## config.mk

```make
export PLATFORM = sky130hd
export DESIGN_NAME = polygon_edge_scanline_crossings_flat
export DESIGN_NICKNAME = d
export VERILOG_FILES = /design/src/pesc_pkg.sv /design/src/pesc_if.sv /design/src/pesc_ctrl.sv /design/src/pesc_datapath.sv /design/src/polygon_edge_scanline_crossings.sv /design/src/flat_wrapper.sv
export SDC_FILE = /design/constraint.sdc
export NUM_CORES = 2
export LEC_CHECK = 0
export BUFFER_PORTS_ARGS = -buffer_cell sky130_fd_sc_hd__buf_2
export CORE_MARGIN = 5
export CORE_UTILIZATION = 28
export DETAILED_ROUTE_END_ITERATION = 6
export GPL_TIMING_DRIVEN = 0
export SLEW_MARGIN = 25
export SYNTH_ARGS = -nofsm -noshare
export SYNTH_HDL_FRONTEND = slang
export SYNTH_SLANG_ARGS = --single-unit
```

## constraint.sdc

```tcl
create_clock -name clk -period 5.69 [get_ports clk]
set_clock_uncertainty 0.1 [all_clocks]
set_input_delay 0 -clock clk [delete_from_list [all_inputs] [get_ports clk]]
set_output_delay 0 -clock clk [all_outputs]
set_load 0.005 [all_outputs]
```

## src/pesc_pkg.sv

```systemverilog
`default_nettype none

package pesc_pkg;

  // fixed field widths
  localparam int PX_W      = 13;
  localparam int PY_W      = 10;
  localparam int ROW_OUT_W = 6;
  localparam int CX_W      = 10;

  // fixed point layout
  localparam int FRAC_BITS = 16;
  localparam int XSHIFT    = 13;
  localparam int PT_BITS   = 3;

  // rounded row of a y value, (y + 4) >> 3 on 8 bits
  localparam int ROW_W = PY_W + 1 - PT_BITS;

  // edge deltas and slope
  localparam int DX_W      = PX_W + 1;
  localparam int DY_W      = PY_W + 1;
  localparam int QUO_W     = PX_W + FRAC_BITS;
  localparam int INV_W     = QUO_W + 1;
  localparam int OFS_W     = ROW_W + PT_BITS + 1;
  localparam int PROD_W    = OFS_W + INV_W;
  localparam int XW        = 44;
  localparam int CXF_W     = XW - FRAC_BITS;
  localparam int DIV_STEPS = QUO_W;
  localparam int DIV_CNT_W = $clog2(DIV_STEPS);

  typedef enum logic [1:0] {
    FUNC_START = 2'd0,
    FUNC_LINE  = 2'd1,
    FUNC_CLOSE = 2'd2
  } func_t;

  typedef struct packed {
    logic accept;
    logic setup;
    logic div_step;
    logic fix;
    logic mul;
    logic init;
    logic load_out;
  } pesc_cmd_t;

  typedef struct packed {
    logic draws;
    logic rows_eq;
    logic div_last;
    logic out_last;
  } pesc_sts_t;

endpackage

`default_nettype wire

```

## src/pesc_if.sv

```systemverilog
`default_nettype none

interface pesc_in_if import pesc_pkg::*; ();
  logic            valid;
  logic            ready;
  logic [1:0]      func;
  logic [PX_W-1:0] px;
  logic [PY_W-1:0] py;

  modport source(output valid, func, px, py, input ready);
  modport sink(input valid, func, px, py, output ready);
endinterface

interface pesc_out_if import pesc_pkg::*; ();
  logic                 valid;
  logic                 ready;
  logic [ROW_OUT_W-1:0] scan_row;
  logic [CX_W-1:0]      cross_x;
  logic                 going_up;
  logic                 last;

  modport source(output valid, scan_row, cross_x, going_up, last, input ready);
  modport sink(input valid, scan_row, cross_x, going_up, last, output ready);
endinterface

`default_nettype wire

```

## src/pesc_ctrl.sv

```systemverilog
`default_nettype none

module pesc_ctrl import pesc_pkg::*; (
  input  logic      clk,
  input  logic      rst,
  input  logic      in_valid,
  output logic      in_ready,
  output logic      out_valid,
  input  logic      out_ready,
  input  pesc_sts_t sts,
  output pesc_cmd_t cmd
);

  typedef enum logic [7:0] {
    S_IDLE  = 8'b00000001,
    S_SETUP = 8'b00000010,
    S_DIV   = 8'b00000100,
    S_FIX   = 8'b00001000,
    S_MUL   = 8'b00010000,
    S_INIT  = 8'b00100000,
    S_LOAD  = 8'b01000000,
    S_EMIT  = 8'b10000000
  } state_t;

  state_t state;
  state_t state_next;

  always_ff @(posedge clk) begin
    if (rst) begin
      state <= S_IDLE;
    end else begin
      state <= state_next;
    end
  end

  assign in_ready  = (state == S_IDLE);
  assign out_valid = (state == S_EMIT);

  always_comb begin
    state_next = state;
    cmd        = '0;
    unique case (state)
      S_IDLE: begin
        if (in_valid) begin
          cmd.accept = 1'b1;
          if (sts.draws) begin
            state_next = S_SETUP;
          end
        end
      end
      S_SETUP: begin
        cmd.setup  = 1'b1;
        state_next = sts.rows_eq ? S_IDLE : S_DIV;
      end
      S_DIV: begin
        cmd.div_step = 1'b1;
        if (sts.div_last) begin
          state_next = S_FIX;
        end
      end
      S_FIX: begin
        cmd.fix    = 1'b1;
        state_next = S_MUL;
      end
      S_MUL: begin
        cmd.mul    = 1'b1;
        state_next = S_INIT;
      end
      S_INIT: begin
        cmd.init   = 1'b1;
        state_next = S_LOAD;
      end
      S_LOAD: begin
        cmd.load_out = 1'b1;
        state_next   = S_EMIT;
      end
      S_EMIT: begin
        if (out_ready) begin
          if (sts.out_last) begin
            state_next = S_IDLE;
          end else begin
            cmd.load_out = 1'b1;
          end
        end
      end
      default: begin
        state_next = S_IDLE;
      end
    endcase
  end

endmodule

`default_nettype wire

```

## src/pesc_datapath.sv

```systemverilog
`default_nettype none

module pesc_datapath import pesc_pkg::*; #(
  parameter int HEIGHT = 64,
  parameter int WIDTH  = 1024
) (
  input  logic                 clk,
  input  logic                 rst,
  input  pesc_cmd_t            cmd,
  output pesc_sts_t            sts,
  input  logic [1:0]           func,
  input  logic [PX_W-1:0]      px,
  input  logic [PY_W-1:0]      py,
  output logic [ROW_OUT_W-1:0] scan_row,
  output logic [CX_W-1:0]      cross_x,
  output logic                 going_up,
  output logic                 last
);

  localparam int XMAX  = WIDTH * 8 - 1;
  localparam int CNT_W = $clog2(HEIGHT + 1);
  localparam logic [PX_W-1:0] X_SAT =
    (XMAX > 2 ** PX_W - 1) ? {PX_W{1'b1}} : PX_W'(XMAX);
  localparam logic [PY_W-1:0] Y_SAT = PY_W'(HEIGHT * 8);
  localparam logic signed [XW-1:0]    X_HALF = XW'(2 ** (FRAC_BITS - 1));
  localparam logic signed [CXF_W-1:0] CX_MAX = CXF_W'(WIDTH - 1);

  // path points
  logic [PX_W-1:0] start_x, prev_x;
  logic [PY_W-1:0] start_y, prev_y;

  // edge being drawn
  logic [PX_W-1:0] ax, bx;
  logic [PY_W-1:0] ay, by;

  // walk and divider registers
  logic                     up;
  logic                     neg_q;
  logic [ROW_W-1:0]         row_cur, row_hi;
  logic signed [OFS_W-1:0]  offset;
  logic [PY_W-1:0]          rem;
  logic [QUO_W-1:0]         quo;
  logic [PY_W-1:0]          dvs;
  logic [DIV_CNT_W-1:0]     div_cnt;
  logic [CNT_W-1:0]         emit_cnt;
  logic signed [INV_W-1:0]  inv;
  logic signed [PROD_W-1:0] prod;
  logic signed [XW-1:0]     x;

  // combinational
  logic [PX_W-1:0]          px_s;
  logic [PY_W-1:0]          py_s;
  logic [ROW_W-1:0]         ra, rb, row_lo;
  logic signed [DX_W-1:0]   dx;
  logic signed [DY_W-1:0]   dy;
  logic [DX_W-1:0]          dx_abs;
  logic [DY_W-1:0]          dy_abs;
  logic                     up_c;
  logic [PY_W:0]            trial;
  logic                     ge;
  logic signed [XW-1:0]     x_rnd;
  logic signed [CXF_W-1:0]  cx_full, cx_sel;
  logic                     last_c;

  assign px_s = (px > X_SAT) ? X_SAT : px;
  assign py_s = (py > Y_SAT) ? Y_SAT : py;

  assign sts.draws = (func == FUNC_START) || (func == FUNC_LINE) || (func == FUNC_CLOSE);

  // rows of both ends, rounded to nearest
  assign ra = ROW_W'(((PY_W + 1)'(ay) + (PY_W + 1)'(4)) >> PT_BITS);
  assign rb = ROW_W'(((PY_W + 1)'(by) + (PY_W + 1)'(4)) >> PT_BITS);
  assign sts.rows_eq = (ra == rb);

  assign dx     = $signed({1'b0, bx}) - $signed({1'b0, ax});
  assign dy     = $signed({1'b0, by}) - $signed({1'b0, ay});
  assign dx_abs = dx[DX_W-1] ? DX_W'(-dx) : DX_W'(dx);
  assign dy_abs = dy[DY_W-1] ? DY_W'(-dy) : DY_W'(dy);
  assign up_c   = !dy[DY_W-1];
  assign row_lo = up_c ? ra : rb;

  // restoring divider, one quotient bit a cycle
  assign trial = {rem, quo[QUO_W-1]};
  assign ge    = (trial >= {1'b0, dvs});
  assign sts.div_last = (div_cnt == DIV_CNT_W'(DIV_STEPS - 1));

  // crossing x, rounded and clamped
  assign x_rnd   = x + X_HALF;
  assign cx_full = $signed(x_rnd[XW-1:FRAC_BITS]);
  assign cx_sel  = cx_full[CXF_W-1] ? '0 : ((cx_full > CX_MAX) ? CX_MAX : cx_full);
  assign last_c  = ((row_cur + ROW_W'(1)) == row_hi) || (emit_cnt == CNT_W'(HEIGHT - 1));

  assign sts.out_last = last;

  always_ff @(posedge clk) begin
    if (rst) begin
      start_x <= '0;
      start_y <= '0;
      prev_x  <= '0;
      prev_y  <= '0;
    end else if (cmd.accept) begin
      unique case (func)
        FUNC_START: begin
          start_x <= px_s;
          start_y <= py_s;
          prev_x  <= px_s;
          prev_y  <= py_s;
        end
        FUNC_LINE: begin
          prev_x <= px_s;
          prev_y <= py_s;
        end
        FUNC_CLOSE: begin
          prev_x <= start_x;
          prev_y <= start_y;
        end
        default: begin
        end
      endcase
    end
  end

  always_ff @(posedge clk) begin
    if (cmd.accept) begin
      ax <= prev_x;
      ay <= prev_y;
      if (func == FUNC_LINE) begin
        bx <= px_s;
        by <= py_s;
      end else begin
        bx <= start_x;
        by <= start_y;
      end
    end

    if (cmd.setup) begin
      up       <= up_c;
      neg_q    <= dx[DX_W-1] ^ dy[DY_W-1];
      row_cur  <= row_lo;
      row_hi   <= up_c ? rb : ra;
      offset   <= $signed({1'b0, row_lo, {PT_BITS{1'b0}}}) - $signed({2'b00, ay});
      rem      <= '0;
      quo      <= {dx_abs[PX_W-1:0], {FRAC_BITS{1'b0}}};
      dvs      <= dy_abs[PY_W-1:0];
      div_cnt  <= '0;
      emit_cnt <= '0;
    end

    if (cmd.div_step) begin
      rem     <= ge ? PY_W'(trial - {1'b0, dvs}) : trial[PY_W-1:0];
      quo     <= {quo[QUO_W-2:0], ge};
      div_cnt <= div_cnt + DIV_CNT_W'(1);
    end

    if (cmd.fix) begin
      inv <= neg_q ? -$signed({1'b0, quo}) : $signed({1'b0, quo});
    end

    if (cmd.mul) begin
      prod <= offset * inv;
    end

    if (cmd.init) begin
      x <= $signed({{(XW - PX_W - XSHIFT){1'b0}}, ax, {XSHIFT{1'b0}}})
           + XW'(prod >>> PT_BITS);
    end else if (cmd.load_out) begin
      x <= x + XW'(inv);
    end

    if (cmd.load_out) begin
      scan_row <= row_cur[ROW_OUT_W-1:0];
      cross_x  <= cx_sel[CX_W-1:0];
      going_up <= up;
      last     <= last_c;
      row_cur  <= row_cur + ROW_W'(1);
      emit_cnt <= emit_cnt + CNT_W'(1);
    end
  end

endmodule

`default_nettype wire

```

## src/polygon_edge_scanline_crossings.sv

```systemverilog
`default_nettype none

// channel   | dir | payload                              | role
// ----------+-----+--------------------------------------+-------------------------------
// path_cmd  | in  | func, px, py                         | path commands, points x.3
// crossing  | out | scan_row, cross_x, going_up, last    | one edge crossing per transfer
//
// an edge gives its first crossing once the restoring divider (one quotient bit a cycle)
// and the slope and start x steps are done, then one crossing per cycle while crossing
// is ready; a command that draws no edge (both ends on one row, unknown code) frees the
// block after setup at most; no command is taken until the last crossing of the previous
// one has gone; rst is synchronous and clears the start and last points and the sequencer
// a stalled crossing holds in the output register; the walk waits on it

module polygon_edge_scanline_crossings import pesc_pkg::*; #(
  parameter int HEIGHT = 64,
  parameter int WIDTH  = 1024
) (
  input  logic       clk,
  input  logic       rst,
  pesc_in_if.sink    path_cmd,
  pesc_out_if.source crossing
);

  // command and status between sequencer and datapath
  pesc_cmd_t cmd;
  pesc_sts_t sts;

  // sequencer: accept, setup, divide, slope sign, offset product, start x, walk
  pesc_ctrl u_ctrl (
    .clk       (clk),
    .rst       (rst),
    .in_valid  (path_cmd.valid),
    .in_ready  (path_cmd.ready),
    .out_valid (crossing.valid),
    .out_ready (crossing.ready),
    .sts       (sts),
    .cmd       (cmd)
  );

  // point store, row rounding, serial divider, x accumulator and output register
  pesc_datapath #(
    .HEIGHT (HEIGHT),
    .WIDTH  (WIDTH)
  ) u_datapath (
    .clk      (clk),
    .rst      (rst),
    .cmd      (cmd),
    .sts      (sts),
    .func     (path_cmd.func),
    .px       (path_cmd.px),
    .py       (path_cmd.py),
    .scan_row (crossing.scan_row),
    .cross_x  (crossing.cross_x),
    .going_up (crossing.going_up),
    .last     (crossing.last)
  );

endmodule

`default_nettype wire

```

## src/flat_wrapper.sv

```systemverilog
// flat-port wrapper written by rule: the top's interface ports become plain ports
module polygon_edge_scanline_crossings_flat import pesc_pkg::*;
#(
  parameter int HEIGHT = 64,
  parameter int WIDTH  = 1024
)
  (clk, rst, path_cmd_valid, path_cmd_func, path_cmd_px, path_cmd_py, path_cmd_ready, crossing_valid, crossing_scan_row, crossing_cross_x, crossing_going_up, crossing_last, crossing_ready);
  pesc_in_if path_cmd_i ();
  pesc_out_if crossing_i ();
  input  logic clk;
  input  logic rst;
  input wire logic [$bits(path_cmd_i.valid)-1:0] path_cmd_valid;
  input wire logic [$bits(path_cmd_i.func)-1:0] path_cmd_func;
  input wire logic [$bits(path_cmd_i.px)-1:0] path_cmd_px;
  input wire logic [$bits(path_cmd_i.py)-1:0] path_cmd_py;
  output wire logic [$bits(path_cmd_i.ready)-1:0] path_cmd_ready;
  output wire logic [$bits(crossing_i.valid)-1:0] crossing_valid;
  output wire logic [$bits(crossing_i.scan_row)-1:0] crossing_scan_row;
  output wire logic [$bits(crossing_i.cross_x)-1:0] crossing_cross_x;
  output wire logic [$bits(crossing_i.going_up)-1:0] crossing_going_up;
  output wire logic [$bits(crossing_i.last)-1:0] crossing_last;
  input wire logic [$bits(crossing_i.ready)-1:0] crossing_ready;
  assign path_cmd_i.valid = path_cmd_valid;
  assign path_cmd_i.func = path_cmd_func;
  assign path_cmd_i.px = path_cmd_px;
  assign path_cmd_i.py = path_cmd_py;
  assign path_cmd_ready = path_cmd_i.ready;
  assign crossing_valid = crossing_i.valid;
  assign crossing_scan_row = crossing_i.scan_row;
  assign crossing_cross_x = crossing_i.cross_x;
  assign crossing_going_up = crossing_i.going_up;
  assign crossing_last = crossing_i.last;
  assign crossing_i.ready = crossing_ready;
  polygon_edge_scanline_crossings #(.HEIGHT(HEIGHT), .WIDTH(WIDTH)) u_core (.clk(clk), .rst(rst), .path_cmd(path_cmd_i), .crossing(crossing_i));
endmodule
```

== After elaboration in Yosys (flattened, before gate mapping) ==
Cells that the tools add are included.

* Bits in registers: 325
* Logic and storage cells: 122

* Add/sub/neg operators: 15
* Multipliers: 1
* $lt $le $gt $ge: 4
* Equality and inequality tests: 19
* Mux-type cells: 42
* Bitwise operators: 1
* Reduce and logical (&&, ||, !) cells: 13

{| class="wikitable"
|+ Operators by type and width
! cell !! count
|-
| $mux W44 || 2
|-
| $mux W29 || 3
|-
| $mux W8 || 9
|-
| $mux W10 || 7
|-
| $pmux W8 S8 || 1
|-
| $add A44 B17 Y44 const B || 1
|-
| $add A44 B30 Y44 || 1
|-
| $mul A12 B30 Y42 || 1
|-
| $add A27 B39 Y40 || 1
|-
| $mux W13 || 3
|-
| $neg A29 Y30 || 1
|-
| $gt A28 B11 Y1 const B || 1
|-
| $pmux W13 S2 || 1
|-
| $add A10 B3 Y11 const B || 2
|-
| $pmux W10 S2 || 1
|-
| $eq A8 B8 Y1 || 2
|-
| $mux W7 || 2
|-
| $sub A13 B13 Y14 || 1
|-
| $gt A13 B13 Y1 const B || 1
|-
| $neg A13 Y13 || 1
|-
| $sub A11 B10 Y12 || 1
|-
| $ge A11 B10 Y1 || 1
|-
| $sub A10 B10 Y11 || 1
|-
| $gt A10 B10 Y1 const B || 1
|-
| other kinds (31) || 49
|}

== Logic depth before layout (Yosys ltp) ==
* Depth in word-level cells: 6
* Gate-level depth with buffers: 24

== Hierarchy ==
From an unflattened synthesis, not the netlist that was laid out.

* Cell total of the unflattened synthesis: 3259
* Area, all modules: 30987.2 um^2

{| class="wikitable"
|+ By module, submodules not included
! module !! instances !! cells an instance !! area each (um^2) !! seq. area each (um^2)
|-
| pesc_datapath || 1 || 3206 || 30526.8 || 8968.6
|-
| pesc_ctrl || 1 || 53 || 460.4 || 160.2
|}

== Worst setup path before layout ==
No wires, ideal clock.

* Path kind: register to register
* Start point: reg u_core.u_datapath.offset[8]
* End point: reg u_core.u_datapath.prod[40], data pin
* Data arrival time: 5.769 ns
* Required time: 5.332 ns
* Slack: -0.436 ns
* Stages on the path, launching flop included: 23
* Buffers on the path: 1
* Cells stage by stage: edfxtp_1 -> clkbuf_1 -> and2_1 -> fa_1 -> inv_1 -> fa_1 -> inv_1 -> fa_1 -> fa_1 -> inv_1 -> fa_1 -> inv_1 -> ha_1 -> a21o_1 -> a21o_1 -> a221o_1 -> a31oi_2 -> o31ai_1 -> a2111oi_4 -> o21bai_1 -> a21bo_1 -> a21oi_1 -> xnor2_1

* Longest elaborated chain between the ends: 1

{| class="wikitable"
|+ RTL lines
! element !! line !! text
|-
| from (decl) || pesc_datapath.sv:40 || <nowiki>logic signed [OFS_W-1:0] offset;</nowiki>
|-
| from (signal assigned) || pesc_datapath.sv:141 || <nowiki>offset <= $signed({1'b0, row_lo, {PT_BITS{1'b0}}}) - $signed({2'b00, ay});</nowiki>
|-
| $mul A12 B30 Y42 || pesc_datapath.sv:160 || <nowiki>prod <= offset * inv;</nowiki>
|-
| to (signal assigned) || pesc_datapath.sv:160 ||
|-
| to (decl) || pesc_datapath.sv:47 || <nowiki>logic signed [PROD_W-1:0] prod;</nowiki>
|}

Every way passes these cells.
A chain may end at the register's enable or synchronous reset.

== Worst setup path in the final report ==
* Start point: reg u_core.u_datapath.inv[9]
* End point: reg u_core.u_datapath.prod[38], data pin

* Longest elaborated chain between the ends: 1

{| class="wikitable"
|+ RTL lines
! element !! line !! text
|-
| from (decl) || pesc_datapath.sv:46 || <nowiki>logic signed [INV_W-1:0] inv;</nowiki>
|-
| from (signal assigned) || pesc_datapath.sv:156 || <nowiki>inv <= neg_q ? -$signed({1'b0, quo}) : $signed({1'b0, quo});</nowiki>
|-
| $mul A12 B30 Y42 || pesc_datapath.sv:160 ||
|}

Every way passes these cells.

==> parameters.txt <==
Parameter                              Value

Global routing
  Pin count of the biggest net entering global routing    45
  Sum of overflow across all layers after global routing    0
  Aggregate global-route resource usage    0.1470
  Vias in the first global route    23,870
  Antenna violations before repair    1
  Wire length of the first global-routing pass    135,400 um

Die
  Site row count    121
  Y dimension of the die    340.9 um
  Horiz. Die Dim    340.9 um
  Area of the die    116,200 um^2
  Number of primary I/O pins    49
  Initial core utilization    0.2816
  Area of the core    108,900 um^2

Worst setup path
  Category of the worst setup path launch point    flop
  Critical Path Slowest Stage Cell    sky130_fd_sc_hd__fa_1
  Critical R2R Launch    u_core.u_datapath.inv[9]
  Slack of the worst reg-to-reg path    -0.63 ns
  Endpoint of the most critical register-to-register path    u_core.u_datapath.prod[38]
  Start point of the critical path    u_core.u_datapath.inv[9]
  Arrival time at the worst endpoint    6.51 ns
  Data required time of the critical path    5.88 ns
  Largest stage delay on the critical path    0.56 ns
  Worst reg-to-reg path cell count    23
  Worst setup path class    flop to flop
  Endpoint kind of the worst setup timing path    flop
  Worst-path fanout max    3
  Cell-by-cell listing of the critical path    buf_6 -> buf_8 -> and2_4 -> fa_1 -> inv_2 -> fa_1 -> fa_1 -> inv_2 -> fa_1 -> inv_2 -> fa_1 -> inv_2 -> ha_4 -> a21o_1 -> a21o_1 -> a221o_1 -> a31oi_4 -> o31ai_4 -> a2111oi_4 -> o21bai_2 -> buf_4 -> a41oi_2 -> xnor2_1
  Most frequent cell on the critical path    sky130_fd_sc_hd__fa_1

Outcome
  Violations in the final reports    negative setup slack
  Run status    complete, but fails checks

Clock tree
  Clock transition at the registers of the reported paths    0.07 ns
  Worst-Skew Late Latency    0.57 ns
  Total number of clock tree sinks    322
  Largest buffer count on any clock path    3
  Number of levels the H-tree was split into    2
  Number of buffers added by the clock tree synthesis step    37
  TritonCTS clock tree    built
  Buffer type at the clock tree root    sky130_fd_sc_hd__clkbuf_16

Drt
  DRT Pass-1 Iters    5
  Remaining antenna violation count after routing    0
  Via density per instance    4.810
  Number of DRC violations after detailed-routing iteration 0    1,575
  Residual DRC count    0
  Count of vias placed by the detailed router    23,660
  Routed wire length    87,760 um
  Wire length per cell after detailed routing    17.84 um

Placed design
  Total half-perimeter wirelength after legalization and detailed placement    65,710 um
  IO buf count    47
  RePlAce Congestion    0.9009

Final layout
  Number of diodes added for antenna fixing    0
  Layout-stage area growth over the synthesis result    21.09%
  Filler cell count    10,900
  Post-layout nets    4,020
  Share of layout cells above drive strength 1    0.1510

STA
  Final worst setup slack    -0.6271 ns
  Min Clock Period, post-route    6.317 ns
  Maximum achievable frequency    158.3 MHz
  Final number of setup-violating endpoints    23
  Normalized max-slew margin    0.2943
  Final Hold Viols    0
  Number of max-slew violations in the final report    0
  Transition time at the pin with the least slew margin    1.059 ns
  Hold WS    0.1664 ns
  Unrepaired setup endpoints after global routing    true
  Share of the clock period used by the worst path    1.110

Job
  Max-cap viol count    0

Yosys
  Async set-or-reset flop fraction in the synthesized netlist    0
  Most used standard cell by instance count after synthesis    sky130_fd_sc_hd__inv_1
  Post-Syn Nets    3,750
  Top_reg_cell synth    sky130_fd_sc_hd__edfxtp_1
  Warning count from the yosys run    0
  Synth unique cells    85
  Number of enable-type register cells in the synthesized netlist    268
  Fraction of the yosys area taken by sequential cells    0.2978
  Post-Synthesis Mean Instance Area    9.563 um^2
  Top cell type by total area after synthesis    sky130_fd_sc_hd__edfxtp_1
  Cell Area, Synth    30,660 um^2
  Top post-synthesis cells by count    sky130_fd_sc_hd__inv_1, sky130_fd_sc_hd__nand2_1, sky130_fd_sc_hd__fa_1
  Top cells by area in the synthesized netlist    sky130_fd_sc_hd__edfxtp_1, sky130_fd_sc_hd__fa_1, sky130_fd_sc_hd__ha_1
  Register bit total from synthesis    322
  Post-synthesis cell count    3,206
  Fraction of post-synthesis cell area in the top cell type by area    0.2625

Hold path
  Endpoint of the worst hold path    u_core.u_datapath.start_x[6]
  Worst hold path stage count    4
  Worst min-delay path class    input port to flop
  Hold path start    path_cmd_px[6]
-- repair_timing --
action                                  CTS  global route
gates cloned                              2             6
hold buffers                             41             0
setup buffers                            78            60
resized for setup                       180           224
pin swaps                                50           115
endpoints found under the setup margin   28            26
endpoints found under the hold margin    92             0
-- worst max path at each step --
stage | endpoint | depth (start not counted)
finish | u_core.u_datapath.prod[38] | 23
global route | u_core.u_datapath.prod[38] | 24
CTS | u_core.u_datapath.prod[40] | 23
detailed placement | u_core.u_datapath.prod[29] | 20
global placement | u_core.u_datapath.prod[29] | 20
floorplan | u_core.u_datapath.prod[40] | 22
-- cell usage in the layout, fill, tap and decap left out, types with 105 or more instances in the layout --
cell	Yosys	layout
sky130_fd_sc_hd__a21oi_1	158	139
sky130_fd_sc_hd__and2_1	116	107
sky130_fd_sc_hd__buf_4	0	105
sky130_fd_sc_hd__edfxtp_1	268	268
sky130_fd_sc_hd__fa_1	323	300
sky130_fd_sc_hd__ha_1	192	168
sky130_fd_sc_hd__inv_1	469	444
sky130_fd_sc_hd__nand2_1	429	417
sky130_fd_sc_hd__nor2_1	184	173
sky130_fd_sc_hd__xnor2_1	148	138
-- final cells by class --
class	count	area, um^2	area share
plain buffers	121	984.7	0.02653
clock buffers	51	1040	0.02801
clock inverters	16	216.5	0.005831
inverters	472	1774	0.04779
multi-input cells	2288	20140	0.5424
flip-flops and latches	322	9129	0.2459
well taps	1414	1769	0.04766
repair buffers	234	2073	0.05585
-- state kept, by name, summed over array words and instances (netlist names), 12 cells and up --
name / cells
u_core.u_datapath.ax: 13
u_core.u_datapath.bx: 13
u_core.u_datapath.inv: 30
u_core.u_datapath.offset: 12
u_core.u_datapath.prev_x: 13
u_core.u_datapath.prod: 39
u_core.u_datapath.quo: 29
u_core.u_datapath.start_x: 13
u_core.u_datapath.x: 44
-- cell families (layout without fill, tap and decap cells) --
logic type | Yosys count | after routing | synth area share
AND/OR/NAND/NOR | 979 | 979 | 0.1488
buffers and inverters | 596 | 894 | 0.07432
adder cells (fa/ha/maj) | 515 | 515 | 0.2893
AO/OA/AOI/OAI | 506 | 506 | 0.1046
flip-flops | 322 | 322 | 0.2978
XOR/XNOR | 234 | 234 | 0.06685
multiplexers | 54 | 54 | 0.01841
-- per-layer routing --
metal | wire length, um | vias to the layer above | track usage | part of all wire
met5 | 0 | - | 0 | 0
li1 | - | 11100 | - | -
met3 | 5492 | 167 | 0.02221 | 0.063
met1 | 37460 | 11720 | 0.1948 | 0.43
met2 | 40900 | 673 | 0.2480 | 0.47
met4 | 3908 | 0 | 0.04629 | 0.045
-- stage by stage --
| stage | instance area (um^2) | worst slack (ns) | util | cells | TNS, ns |
|---|---|---|---|---|---|
| floorplan | 30820 | -0.08355 | - | 3206 | -0.08355 |
| global placement | 32830 | -2.014 | 0.3016 | 4667 | -25.73 |
| detailed placement | 32930 | -1.964 | 0.3025 | 4671 | -26.50 |
| CTS | 35900 | -0.6231 | 0.3298 | 4856 | -8.398 |
| global route | 37120 | -0.7787 | 0.3410 | 4918 | -11.63 |
| finish | 37120 | -0.6271 | 0.3410 | 4918 | -8.352 |
-- worst max-delay path, delay by kind of cell (launching register included) --
family                   cells  cell delay, ns
buffers and inverters        7            0.61
flip-flops                   1            0.38
AND/OR/NAND/NOR              1            0.15
XOR/XNOR                     1            0.13
AO/OA/AOI/OAI                8            1.80
adder cells (fa/ha/maj)      6            2.85
Power is left out: the tool's default activity adds up to more than one toggle a clock period on the data nets, which glitch-free logic cannot reach.
